===== src/sv/gsc_pkg.sv =====
`timescale 1ns / 1ps
package gsc_pkg;
  localparam int BUTTON_COUNT_DEFAULT = 15;
  localparam int BUTTON_WIDTH = 15;
  localparam int CFG_INDEX_WIDTH = 2;
  localparam logic [CFG_INDEX_WIDTH-1:0] REG_DEAD_ZONE = 2'd0;
  localparam logic [CFG_INDEX_WIDTH-1:0] REG_INVERT_PITCH = 2'd1;
  localparam logic [CFG_INDEX_WIDTH-1:0] REG_TRIGGER_THRESHOLD = 2'd2;
  localparam logic [14:0] DEAD_ZONE_RESET = 15'd4915;
  localparam logic [14:0] TRIGGER_THRESHOLD_RESET = 15'd6554;

  typedef enum logic [2:0] {
    LN_IDLE, LN_ZONE, LN_SQRT, LN_SCALE, LN_DIV, LN_MUL, LN_AXIS, LN_DONE
  } lane_state_t;

  typedef struct packed {
    logic start;
    logic [14:0] dead_zone;
  } lane_ctrl_t;
endpackage


===== src/sv/gsc_merge.sv =====
`timescale 1ns / 1ps
module gsc_merge (
  input  logic               invert_pitch,
  input  logic signed [17:0] lx,
  input  logic signed [17:0] ly,
  input  logic signed [17:0] rx,
  input  logic signed [17:0] ry,
  output logic signed [15:0] strafe,
  output logic signed [15:0] forward,
  output logic signed [15:0] yaw,
  output logic signed [15:0] pitch
);
  import gsc_pkg::*;

  function automatic logic signed [15:0] sat(input logic signed [17:0] v);
    if (v > 18'sd32767) return 16'sd32767;
    if (v < -18'sd32768) return -16'sd32768;
    return v[15:0];
  endfunction

  always_comb begin
    strafe = sat(lx);
    forward = sat(-ly);
    yaw = sat(rx);
    pitch = sat(invert_pitch ? -ry : ry);
  end
endmodule


===== config.mk =====
export PLATFORM = sky130hd
export DESIGN_NAME = gsc_merge
export DESIGN_NICKNAME = d
export VERILOG_FILES = /design/src/sv/gsc_pkg.sv /design/src/sv/gsc_merge.sv
export SDC_FILE = /design/constraint.sdc
export NUM_CORES = 1
export LEC_CHECK = 0
export BUFFER_PORTS_ARGS = -buffer_cell sky130_fd_sc_hd__clkbuf_2
export CAP_MARGIN = 30
export CORE_MARGIN = 10
export CORE_UTILIZATION = 25
export DETAILED_ROUTE_END_ITERATION = 7
export GPL_TIMING_DRIVEN = 0
export SYNTH_ARGS = -nofsm -noshare
export SYNTH_HDL_FRONTEND = slang
export SYNTH_SLANG_ARGS = --single-unit

===== constraint.sdc =====
create_clock -name vclk -period 5.06
set_clock_uncertainty 0.2 [all_clocks]
set_input_delay 0.253 -clock vclk [all_inputs]
set_output_delay 0.253 -clock vclk [all_outputs]
set_load 0.005 [all_outputs]

# Word-level counts from Yosys, hierarchy flattened
# Index checks and enable logic that the tools add are counted.
totals:
  wordCells: 39
  reg_bits: 0
  out_inout_bits: 64
op_classes:
  magnitude_cmp: 8
  add_sub_neg: 2
  muxes: 29
ops:
  columns: ["operator", "n"]
  rows:
  - ["16-bit 2-to-1 mux", 16]
  - ["18-bit by 16-bit greater-than comparator with 1-bit output, second input constant", 4]
  - ["18-bit by 16-bit < comparator with 1-bit output, second input constant", 4]
  - ["18-bit negator", 2]
  - ["18-bit 2-to-1 mux", 1]
  - ["1-bit 2-to-1 mux", 12]

# Depth between registers and ports, before layout
logic_depth:
  ltp_word: 7
  depth_mapped: 8
  ltp_nobuf: 8

# Worst setup path before layout
# No wires, ideal clock.
synth_path:
  path_type: "in2out"
  startpoint: "input ly[1]"
  endpoint: "output forward[12]"
  path_buffers: 1
  arrival_time_ns: 2.195
  slack_ns: 2.412
  path_stages: 7
  cell_sequence: "or4_1 -> nor4_2 -> nand3_1 -> xnor2_2 -> a21oi_1 -> clkbuf_1 -> o21ai_0"
synth_between:
  elab_chain_cells: 6
  word_cells_on_any_way: 9
synth_lines:
  columns: ["element", "line_no", "source"]
  rows:
  - ["start: declaration", "gsc_merge.sv:5", "input logic signed [17:0] ly,"]
  - ["18-bit negator (*)", "gsc_merge.sv:23", "forward = sat(-ly);"]
  - ["18-bit by 16-bit < comparator with 1-bit output", "gsc_merge.sv:17", "if (v < -18'sd32768) return -16'sd32768;"]
  - ["1-bit 2-to-1 mux (2 in a row)", "gsc_merge.sv:17", null]
  - ["16-bit 2-to-1 mux", "gsc_merge.sv:18", "return v[15:0];"]
  - ["16-bit 2-to-1 mux (*)", "gsc_merge.sv:17", null]
  - ["end: declaration", "gsc_merge.sv:9", "output logic signed [15:0] forward,"]
# Mark *: on every way between the ends. The rest lies on a longest branch, timed or not. The select of a mux whose other input is x is not followed.

# Worst setup path in the final report
layout_path:
  startpoint: "input ly[1]"
  endpoint: "output forward[7]"
# The elaborated chain is that of the path after synthesis.

==> out/summary.md <==
Aggregate global routing overflow: 0. The net switching power came out at 0.139 mW. The worst setup path is captured at an output port. The logs give 0 for the antenna diode count and 2625 for the total number of vias.

The number of nets with antenna violations after detailed routing came out at 0. A synthesized cell averages 5.23 sq um. Die span in x: 103 microns. For this design the top-level I/O count stands at 137. The remaining max-slew budget at the tightest pin is 57.5%. The run gives 1.22 nW as the leakage power summed over all cells.

The time the final worst path needs with I/O delays and setup works out to 3.23 ns. The final cell area excluding filler cells is 2480 sq um, and the post-placement setup slack is 1.77 ns. The share of layout cells above drive strength 1 is 31.2%, and the clock network fraction of design power is 0%. The top layer used by detailed routing was met4.

Walking the worst path, the cells encountered are clkbuf_2 -> or4_1 -> nor4_2 -> nand3_1 -> xnor2_2 -> a21oi_1 -> clkbuf_1 -> o21ai_0 -> clkbuf_2. Global routing used 12.2% of the available tracks. The count of final setup violators was 0; the initial standard-cell utilization of the core was 25.5%. The power per cell area works out to 98.8 nW/um^2.

The logs give 0 for the count of final max-slew check failures and 538 for the number of nets in the layout. The classification of the worst setup path is input port to output port. The mean routed wirelength per cell works out to 13.4 microns. Based on the critical path, the design can be clocked at up to 310 MHz. The post-synthesis cell type with the largest combined area was nor2_1. The share of synthesized area in the top cell type comes to 21.2%. The number of hold buffers added after CTS was 0.

Counting stages on the worst path, the most repeated cell is clkbuf_2. For the worst setup path, the data required time is 4.61 ns. In this run the core area contains 30 standard-cell rows.

The tools report the number of antenna violations at the first check in global routing as 0. The min-delay analysis places its worst path in the category input port to output port. The tools report the via count of the first global-routing pass as 2461.

Number of detailed-route iterations in the first pass: 4. The wire-length estimate of the detail-placed layout is 6190 microns. The routed length on met3 was 511 microns; the final hold violation count was 0.

Summing the sequential cell areas from Yosys gives 0% of the chip area. Of the total power, the share spent switching nets is 56.8%. The routed design uses 3530 microns of met2 wire. The first global-routing pass estimated 11300 microns of wire. The worst path meets setup with 1.83 ns of slack.

After the first detailed-routing iteration, the DRC count stood at 89. The max-capacitance violation count is 0. For the final routed database, the setup TNS stands at 0 ns.

In this run the cell area measured after placement is 2480 sq um. The cell count after synthesis came out at 328. The total area inside the core boundary comes to 6720 sq um. The tools report the relative contribution of combinational cells to total power as 100.0%.

The pin count of the biggest net entering global routing is 11, and the largest incremental delay on the critical path is 0.58 ns. The run gives 3170 microns as the detailed-routing wirelength on met1. The portion of total power attributed to sequential cells came out at 0%. For this run, the number of Yosys warnings is 0. The area growth from synthesis to layout is 44.6%. The run gives 7240 microns as the total routed wirelength. In the routed layout, each cell is associated on average with a via count of 4.85. The flow ran to the end, and the final reports show no timing, DRC or antenna violations. Dividing the final minimum period by the clock period gives 63.8%. The library cell used most frequently in the layout, excluding fill and tap cells, is clkbuf_2. Setup repair after global routing left no endpoint under its margin. After synthesis, the netlist uses 34 different library cells.

Synthesis produced a netlist with a net count of 403. Clock buffers in the final layout number 0. In this run the tool buffered the top-level ports with 133 buffer cells.

The floorplan step set the die height to 103 microns. In the final layout, flip-flops and latches occupy 0 sq um. The critical path arrival is 2.77 ns, and the detailed-route DRC error count is 0.

Ranked by total cell area, the synthesized netlist is headed by nor2_1 21%, a21oi_1 16%, xor2_1 8.7%, nand2_1 8.3%, o21ai_0 7.9%. The tools report the critical path launch point type as an input port. Leaving out fill and tap cells, the most frequent cells in the layout are 133 x clkbuf_2, 97 x nor2_1, 54 x a21oi_1, 38 x nand2_1, 27 x o21ai_0. For the area of the die, the log shows 10600 sq um. The transition time of the tightest slew-check pin works out to 0.638 ns.

Of all nets on the critical path, the largest fanout is 10. Gates resized during post-CTS repair numbered 0. The cell area after synthesis is 1720 sq um, and the layout sequential cell count is 0.

The congestion estimate from routability-driven global placement came to 0.806. The run gives 541 as the number of placed instances, taps included. The finished layout holds 541 standard cells, fillers aside. Fill cells in the final layout number 762. The run gives 0.245 mW as the total power after layout. The largest individual stage delay along the critical path comes from the cell or4_1.

The setup fix buffers added after clock tree synthesis is 0, and the largest vdd supply drop is 41.9 uV. The internal portion of the total power is 0.106 mW.
-- power groups by stage --
stage          logic, mW  clock network, mW  registers (mW)
3_5_place_dp       0.247                  0               0
5_1_grt            0.277                  0               0
6_report           0.245                  0               0
4_1_cts            0.248                  0               0
2_1_floorplan      0.125                  0               0
3_3_place_gp       0.243                  0               0
-- final cells by class --
class | count | area [sq um] | area share (%)
repair buffers | 133 | 666 | 26.8
inverters | 9 | 33.8 | 1.36
plain buffers | 22 | 87.6 | 3.53
multi-input cells | 297 | 1600 | 64.3
well taps | 80 | 100 | 4.03
-- kinds of logic after synthesis --
kind of cell	synth area share, %
AND/OR/NAND/NOR	41.8
AO/OA/AOI/OAI	32.0
XOR/XNOR	17.7
buffers and inverters	7.07
adder cells (fa/ha/maj)	1.46
-- metrics by stage --
step / hold WS [ns] / util [%]
detailed placement: 0.475 / 36.9
CTS: 0.476 / 36.9
global route: 0.489 / 36.9
finish: 0.475 / 36.9
floorplan: 0.385 / -
global placement: 0.475 / 36.9
-- layer usage --
| metal | global-route usage [%] | vias to the layer above |
|---|---|---|
| met4 | 0.642 | 0 |
| met3 | 1.94 | 2 |
| met5 | 0 | - |
| met2 | 22.0 | 82 |
| li1 | - | 1377 |
| met1 | 15.4 | 1164 |
-- path summary, 6_finish.rpt --
kind | end | depth (start not counted) | startpoint | slack [ns]
hold / removal | yaw[15] | 2 | rx[17] | 0.47
setup / recovery | forward[7] | 9 | ly[1] | 1.83
-- worst max-delay path, delay by kind of cell --
kind,cells,cell delay [ns]
xor gates and xnor gates,1,0.23
AOI/OAI and AO/OA,2,0.40
buffers and inverters,3,0.57
and+or+nand+nor,3,1.31
-- synthesized netlist by cell type --
cell type and instances:
o31ai_1 5, nand3b_1 2, nor2_1 97, and3_1 2
nor3b_1 1, o41ai_4 1, clkbuf_1 18, o41a_1 1
or3_4 1, nor3_1 4, nand2b_1 3, buf_2 1
xor2_2 1, or3_1 3, or4_1 5, nand3_1 2
xnor2_1 14, xnor2_2 1, or4_4 3, nor4_2 1
buf_1 2, a21oi_1 54, nor4_1 1, o41ai_1 3
o21ai_0 27, buf_4 1, o21ai_1 5, xor2_1 17
nor2b_1 1, o21ai_2 1, inv_1 9, a211oi_1 1
nand2_1 38, ha_1 2
Power figures use the tool's default switching activity.
