<file path="src/sv/gsc_pkg.sv">
`timescale 1ns / 1ps
package gsc_pkg;
  localparam int BUTTON_COUNT_DEFAULT = 15;
  localparam int BUTTON_WIDTH = 15;
  localparam int CFG_INDEX_WIDTH = 2;
  localparam logic [CFG_INDEX_WIDTH-1:0] REG_DEAD_ZONE = 2'd0;
  localparam logic [CFG_INDEX_WIDTH-1:0] REG_INVERT_PITCH = 2'd1;
  localparam logic [CFG_INDEX_WIDTH-1:0] REG_TRIGGER_THRESHOLD = 2'd2;
  localparam logic [14:0] DEAD_ZONE_RESET = 15'd4915;
  localparam logic [14:0] TRIGGER_THRESHOLD_RESET = 15'd6554;

  typedef enum logic [2:0] {
    LN_IDLE, LN_ZONE, LN_SQRT, LN_SCALE, LN_DIV, LN_MUL, LN_AXIS, LN_DONE
  } lane_state_t;

  typedef struct packed {
    logic start;
    logic [14:0] dead_zone;
  } lane_ctrl_t;
endpackage

</file>
<file path="src/sv/gsc_lane.sv">
`timescale 1ns / 1ps
module gsc_lane (
  input  logic                clk,
  input  logic                rst,
  input  gsc_pkg::lane_ctrl_t ctrl,
  input  logic signed [15:0]  raw_x,
  input  logic signed [15:0]  raw_y,
  output logic                done,
  output logic signed [17:0]  out_x,
  output logic signed [17:0]  out_y
);
  import gsc_pkg::*;

  lane_state_t state, state_next;
  logic signed [17:0] x, y;
  logic [14:0] dz;
  logic [47:0] rad;
  logic [25:0] rem;
  logic [23:0] root;
  logic [4:0] cnt;
  logic [23:0] drem;
  logic [23:0] sc;
  logic [23:0] xrem, yrem;
  logic [16:0] xnum, ynum, xq, yq;
  logic [17:0] nx, ny;
  logic [16:0] ax, ay;
  logic [31:0] s2c;
  logic [29:0] dz2;
  logic [27:0] r2, rtrial;
  logic [25:0] rem_next;
  logic [23:0] root_next;
  logic [23:0] d, den, diff;
  logic [24:0] dsh;
  logic dbit;
  logic [23:0] drem_next;
  logic [39:0] xprod, yprod;
  logic [24:0] xs, ys;
  logic xge, yge;
  logic [23:0] xrem_next, yrem_next;
  logic [16:0] xq_next, yq_next;

  always_comb begin
    nx = {{2{raw_x[15]}}, raw_x} + ((!raw_x[15] && raw_x[14]) ? 18'd1 : 18'd0);
    ny = {{2{raw_y[15]}}, raw_y} + ((!raw_y[15] && raw_y[14]) ? 18'd1 : 18'd0);
    ax = x[17] ? 17'(-x) : 17'(x);
    ay = y[17] ? 17'(-y) : 17'(y);
    s2c = ({15'd0, ax} * {15'd0, ax}) + ({15'd0, ay} * {15'd0, ay});
    dz2 = {15'd0, dz} * {15'd0, dz};
    // square root, one result bit per step
    r2 = {rem, rad[47:46]};
    rtrial = {2'd0, root, 2'b01};
    if (r2 >= rtrial) begin
      rem_next = 26'(r2 - rtrial);
      root_next = {root[22:0], 1'b1};
    end else begin
      rem_next = r2[25:0];
      root_next = {root[22:0], 1'b0};
    end
    // scale divider
    d = {1'b0, dz, 8'd0};
    den = 24'h800000 - d;
    diff = root - d;
    dsh = {drem, 1'b0};
    dbit = (dsh >= {1'b0, den});
    drem_next = dbit ? 24'(dsh - {1'b0, den}) : dsh[23:0];
    // axis products and dividers
    xprod = ({23'd0, ax} * {16'd0, sc}) + {17'd0, root[23:1]};
    yprod = ({23'd0, ay} * {16'd0, sc}) + {17'd0, root[23:1]};
    xs = {xrem, xnum[16]};
    ys = {yrem, ynum[16]};
    xge = (xs >= {1'b0, root});
    yge = (ys >= {1'b0, root});
    xrem_next = xge ? 24'(xs - {1'b0, root}) : xs[23:0];
    yrem_next = yge ? 24'(ys - {1'b0, root}) : ys[23:0];
    xq_next = {xq[15:0], xge};
    yq_next = {yq[15:0], yge};
  end

  always_comb begin
    state_next = state;
    case (state)
      LN_IDLE: if (ctrl.start) state_next = LN_ZONE;
      LN_ZONE: state_next = (s2c <= {2'd0, dz2}) ? LN_DONE : LN_SQRT;
      LN_SQRT: if (cnt == 5'd0) state_next = LN_SCALE;
      LN_SCALE: state_next = (diff >= den) ? LN_MUL : LN_DIV;
      LN_DIV: if (cnt == 5'd0) state_next = LN_MUL;
      LN_MUL: state_next = LN_AXIS;
      LN_AXIS: if (cnt == 5'd0) state_next = LN_DONE;
      LN_DONE: state_next = LN_IDLE;
      default: state_next = LN_IDLE;
    endcase
  end

  always_comb begin
    done = (state == LN_DONE);
  end

  always_ff @(posedge clk) begin
    if (rst) begin
      state <= LN_IDLE;
    end else begin
      state <= state_next;
    end
  end

  always_ff @(posedge clk) begin
    case (state)
      LN_IDLE: begin
        if (ctrl.start) begin
          x <= nx;
          y <= ny;
          dz <= ctrl.dead_zone;
        end
      end
      LN_ZONE: begin
        if (s2c <= {2'd0, dz2}) begin
          x <= 18'sd0;
          y <= 18'sd0;
        end
        rad <= {s2c, 16'd0};
        rem <= 26'd0;
        root <= 24'd0;
        cnt <= 5'd23;
      end
      LN_SQRT: begin
        rad <= {rad[45:0], 2'b00};
        rem <= rem_next;
        root <= root_next;
        cnt <= cnt - 5'd1;
      end
      LN_SCALE: begin
        if (diff >= den) begin
          sc <= 24'h800000;
        end else begin
          drem <= diff;
          sc <= 24'd0;
          cnt <= 5'd22;
        end
      end
      LN_DIV: begin
        drem <= drem_next;
        sc <= {sc[22:0], dbit};
        cnt <= cnt - 5'd1;
      end
      LN_MUL: begin
        xrem <= {1'b0, xprod[39:17]};
        yrem <= {1'b0, yprod[39:17]};
        xnum <= xprod[16:0];
        ynum <= yprod[16:0];
        xq <= 17'd0;
        yq <= 17'd0;
        cnt <= 5'd16;
      end
      LN_AXIS: begin
        xrem <= xrem_next;
        yrem <= yrem_next;
        xnum <= {xnum[15:0], 1'b0};
        ynum <= {ynum[15:0], 1'b0};
        xq <= xq_next;
        yq <= yq_next;
        cnt <= cnt - 5'd1;
        if (cnt == 5'd0) begin
          x <= x[17] ? -{1'b0, xq_next} : {1'b0, xq_next};
          y <= y[17] ? -{1'b0, yq_next} : {1'b0, yq_next};
        end
      end
      default: ;
    endcase
  end

  assign out_x = x;
  assign out_y = y;
endmodule

</file>
<file path="config.mk">
export PLATFORM = sky130hd
export DESIGN_NAME = gsc_lane
export DESIGN_NICKNAME = d
export VERILOG_FILES = /design/src/sv/gsc_pkg.sv /design/src/sv/gsc_lane.sv
export SDC_FILE = /design/constraint.sdc
export NUM_CORES = 2
export LEC_CHECK = 0
export ABC_CLOCK_PERIOD_IN_PS = 29800
export BUFFER_PORTS_ARGS = -buffer_cell sky130_fd_sc_hd__buf_4
export CORE_ASPECT_RATIO = 1.1
export CORE_MARGIN = 4
export CORE_UTILIZATION = 50
export CTS_CLUSTER_SIZE = 14
export DETAILED_ROUTE_END_ITERATION = 16
export PLACE_DENSITY = 0.75
export SYNTH_ARGS = -nofsm -noshare
export SYNTH_HDL_FRONTEND = slang
export SYNTH_SLANG_ARGS = --single-unit
</file>
<file path="constraint.sdc">
create_clock -name clk -period 29.8 [get_ports clk]
set_input_delay 1.49 -clock clk [delete_from_list [all_inputs] [get_ports clk]]
set_output_delay 1.49 -clock clk [all_outputs]
set_load 0.01 [all_outputs]
</file>
Word-level counts from Yosys, hierarchy flattened
Index checks and enable logic that the tools add are counted.
{"block": "classes", "muxes": 40, "reduce_logical": 17, "order_cmp": 6, "add_sub_neg": 16, "n_bitwise": 0, "shifts": 0, "div": 0, "n_mul": 5, "n_eq_ne": 13}
{"op": "case mux 24 bit (2 select lines)", "count": 5}
{"op": "2-to-1 mux 18 bit", "count": 7}
{"op": "2-to-1 mux 24 bit", "count": 5}
{"op": "case mux 18 bit (3 select lines)", "count": 2}
{"op": "case mux 48 bit (2 select lines)", "count": 1}
{"op": "adder 40 x 23 -> 40 bit", "count": 2}
{"op": "multiplier 17 x 24 -> 40 bit", "count": 2}
{"op": ">= comparator 25 x 24 -> 1 bit", "count": 3}
{"op": "subtractor 24 bit", "count": 3}
{"op": "case mux 17 bit (2 select lines)", "count": 2}
{"op": "multiplier 17 x 17 -> 32 bit", "count": 2}
{"op": "case mux 16 bit (2 select lines)", "count": 2}
{"op": "case mux 26 bit (2 select lines)", "count": 1}
{"op": "negator 17 -> 18 bit", "count": 2}
{"op": "adder 16 x 2 -> 17 bit", "count": 2}
{"op": "2-to-1 mux 17 bit", "count": 2}
{"op": "negator 17 bit", "count": 2}
{"op": "adder 32 bit", "count": 1}
{"op": "less-or-equal comparator 32 x 30 -> 1 bit", "count": 1}
{"op": "multiplier 15 x 15 -> 30 bit", "count": 1}
{"op": ">= comparator 28 x 26 -> 1 bit", "count": 1}
{"op": "2-to-1 mux 26 bit", "count": 1}
{"op": "subtractor 26 bit", "count": 1}
{"op": ">= comparator 24 bit", "count": 1}
{"op": "22 further kinds", "count": 45}
{"block": "word_totals", "output_inout_bits": 37, "ram_bits": 0, "latchBits": 0, "elab_cells": 113, "memories": 0, "ff_bits": 319, "mem_bits_ro": 0}

Longest topological paths before layout
{"block": "depth", "ltp_word": 7, "mapped_depth": 48}

Least setup slack after synthesis
OpenSTA, ideal clock, no wires.
{"block": "synth_timing", "kind": "flip-flop to flip-flop", "from": "register y[0], in the netlist out_y[0]", "to": "register x[0], in the netlist out_x[0], enable pin", "path_stages_with_launch": 45, "required_time_ps": 29321, "synth_period_minus_slack_ps": 13334, "arrival_time_ps": 12855, "slack_ps": 16466, "cell_sequence": "edfxtp_1 clkbuf_1 inv_1 clkbuf_1 ha_1 nand2_1 o21ai_0 xor2_1 inv_1 buf_1 nand2_1 inv_1 fa_1 inv_1 fa_1 inv_1 fa_1 fa_1 [9 not listed] o21ai_0 or4_1 o221ai_1 o21ai_1 a31o_2 o21a_1 nor2_1 xnor2_1 ha_1 nand2_1 or4_1 o22ai_1 a21oi_1 nand2_1 and4_1 a21oi_1 or2_2 o21ai_0"}
{"block": "synth_between", "elab_chain_len": 7}
{"item": "start, declared", "line": "gsc_lane.sv:15", "source": "logic signed [17:0] x, y;"}
{"item": "start signal, assigned", "line": "gsc_lane.sv:111", "source": "y <= ny;"}
{"item": "start signal, assigned", "line": "gsc_lane.sv:164", "source": "y <= y[17] ? -{1'b0, yq_next} : {1'b0, yq_next};"}
{"item": "negator 17 bit", "line": "gsc_lane.sv:46", "source": "ay = y[17] ? 17'(-y) : 17'(y);"}
{"item": "2-to-1 mux 17 bit *", "line": "gsc_lane.sv:46"}
{"item": "multiplier 17 x 17 -> 32 bit *", "line": "gsc_lane.sv:47", "source": "s2c = ({15'd0, ax} * {15'd0, ax}) + ({15'd0, ay} * {15'd0, ay});"}
{"item": "adder 32 bit *", "line": "gsc_lane.sv:47"}
{"item": "less-or-equal comparator 32 x 30 -> 1 bit *", "line": "gsc_lane.sv:116", "source": "if (s2c <= {2'd0, dz2}) begin"}
{"item": "inequality test 2 bit (no source line) *"}
{"item": "AND reduction 4 bit (no source line) *"}
{"item": "end signal, assigned", "line": "gsc_lane.sv:110", "source": "x <= nx;"}
{"item": "end signal, assigned", "line": "gsc_lane.sv:163", "source": "x <= x[17] ? -{1'b0, xq_next} : {1'b0, xq_next};"}
{"item": "end, declared", "line": "gsc_lane.sv:15"}
Every way passes the cells marked *; elsewhere a longest branch is shown, timed or not.
A chain may end at the register's enable or synchronous reset.

Worst setup path after layout
{"block": "layout_timing", "from": "register x[0], in the netlist out_x[0]", "to": "register y[14], in the netlist out_y[14], enable pin"}
{"block": "layout_between", "elab_chain_len": 7}
{"item": "negator 17 bit", "line": "gsc_lane.sv:45", "source": "ax = x[17] ? 17'(-x) : 17'(x);"}
{"item": "2-to-1 mux 17 bit *", "line": "gsc_lane.sv:45"}
{"item": "multiplier 17 x 17 -> 32 bit *", "line": "gsc_lane.sv:47"}
{"item": "adder 32 bit *", "line": "gsc_lane.sv:47"}
{"item": "less-or-equal comparator 32 x 30 -> 1 bit *", "line": "gsc_lane.sv:116"}
{"item": "inequality test 2 bit (no source line) *"}
{"item": "AND reduction 4 bit (no source line) *"}
Marked as above.

==> results.yml <==
place:
  place_inst: 9202
  pre_cts_slack_ns: 16.08
  gp_congestion: 0.941
  dp_hpwl_um: 151000
  port_buffers: 86
sta:
  worst_pin_slew_ns: 1.22
  slew_headroom: 0.181
  finalCritPeriodShare: 0.463
  rsz0062_at_grt: "false"
  setup_viol: 0
  max_clock_freq_mhz: 72.5
  drv_slew: 0
  fin_worst_skew_ns: 0.0650
  hold_viol: 0
  whs_ns: 0.503
  finalWorstSetupSlack_ns: 16.01
  period_needed_ns: 13.79
  final.setup.tns_ns: 0
synthesis:
  synth_area_leaders: "fa_1, edfxtp_1, ha_1"
  synth_common_cells: "inv_1, fa_1, nand2_1"
  netlist_area_sq_mm: 0.0684
  synth_most_common_cell: "inv_1"
  synth_top_area_frac: 0.375
  synth_seq_cells: 303
  synthFlopType: "edfxtp_1"
  yosysWarningCount: 0
  synthCells: 7517
  synth.avg_cell_area_sq_um: 9.10
  synth_edf_count: 300
  syn_nets: 9505
  yosysSeqAreaShare: 0.133
  yosys.area.top_type: "fa_1"
  async_flop_share: 0
  yosysUniqueCellTypes: 76
critical_path:
  crit_family: "adder cells"
  crit_slowest_cell: "o21ai_4"
  crit_fanout: 37
  worstSetupStartpointType: "register"
  critPathKind: "register to register"
  arrival_ns: 14.03
  slowest_delay_ns: 0.93
  reg2reg_from: "out_x[0]"
  worst_setup_path_end_kind: "register"
  cp_num_buf_inv: 10
  crit_start: "out_x[0]"
  required_ns: 30.03
die:
  core_sq_mm: 0.136
  die_y_um: 396
  start_util: 0.503
  dieArea_sq_mm: 0.143
  rows: 142
  boundaryPins: 87
  die_w_um: 361
grt:
  grt_pass1_vias: 56400
  gr-total-overflow: 0
  grt_start_max_net_pins: 82
  grt_pass1_wl_um: 309000
  antenna_found_initial: 4
  track_usage: 0.275
drt:
  vias: 51900
  first_iter_violations: 3675
  drc: 0
  routedWlPerCell_um: 20.7
  routed_wl_um: 192000
  viasPerCell: 5.59
  firstDrtPassIters: 5
  drtAntennaViolNets: 0
cells_and_area:
  layoutNonFillerInstCount: 9279
  fill_cells: 12000
  multi_input_area_sq_mm: 0.0523
  area_growth_pct: 6.34
  nets: 9434
  drive_above_1_share: 0.0468
  regArea_sq_mm: 0.00907
cts:
  clock_latency_ns: 0.66
  cts_buffer_depth: 3
  clock_sinks: 303
  cts_tree: "yes"
  cts_setup_buffers: 0
  cts.root.buffer_cell: "clkbuf_16"
  htree_levels: 2
  cts_buffers: 42
  cts_resized: 0
  clk_pin_slew_ns: 0.07
  ctsHoldBuffers: 0
status:
  outcome: "complete, no violations"
flow_run:
  drv_cap: 0
min_path:
  hold_start: "rad[17]"
  hp-class: "register to register"
[worst min-delay path: stages (launching register included)]
cell      delay, ns
edfxtp_1       0.33
nand2_1        0.05
nand2_1        0.05
[cell usage in the layout, fill, tap and decap left out, drive strengths merged, types with 58 or more instances in the layout]
master  instances
a21o          104
a21oi         234
and2          236
and3           73
buf           197
edfxtp        300
fa           1281
ha            657
inv          1619
nand2        1052
nand3          64
nor2          462
nor2b          58
o21ai         176
xnor2         194
xor2          140
[logic make-up after synthesis]
group           synth area share
buf+inv                    0.106
compound gates            0.0751
fa+ha+maj                  0.495
simple gates               0.139
flops                      0.133
mux                      0.00927
xor+xnor                  0.0432
[layout make-up]
cell class	count	share of cell area
clock inverters	30	0.00660
repair buffers	197	0.0203
flip-flops and latches	303	0.125
well taps	1800	0.0310
diodes	2	0.0000688
multi-input cells	5278	0.719
inverters	1624	0.0838
clock buffers	45	0.0146
[stage by stage]
stage	utilization	instance area, sq um
2_1_floorplan	-	68400
3_3_place_gp	0.523	71200
3_5_place_dp	0.523	71200
4_1_cts	0.535	72700
5_1_grt	0.535	72800
6_report	0.535	72800
[flip-flops by register name, indices dropped and copies added (netlist names), 5 cells and up]
register and count:
cnt 5, drem 24, dz 15, out_x 18
out_y 18, rad 32, rem 26, root 24
sc 24, xnum 17, xq 16, xrem 24
ynum 17, yq 16, yrem 24
[per-layer routing]
layer  GRT usage  vias up  wire length [um]
met5           0        -                13
met4       0.133        2             11200
met3      0.0432      494             14500
met2       0.472     2079             93000
met1       0.340    26200             72900
li1            -    23100                 -
[final timing paths]
| check | slack, ns | cells past startpoint | endpoint |
|---|---|---|---|
| max | 16.01 | 43 | out_y[14] |
| min reg2reg | 0.50 | 2 | rad[19] |
| min | 0.50 | 2 | rad[19] |
| max reg2reg | 16.01 | 43 | out_y[14] |
Power is left out: the tool's default activity adds up to more than one toggle a clock period on the data nets, which glitch-free logic cannot reach.
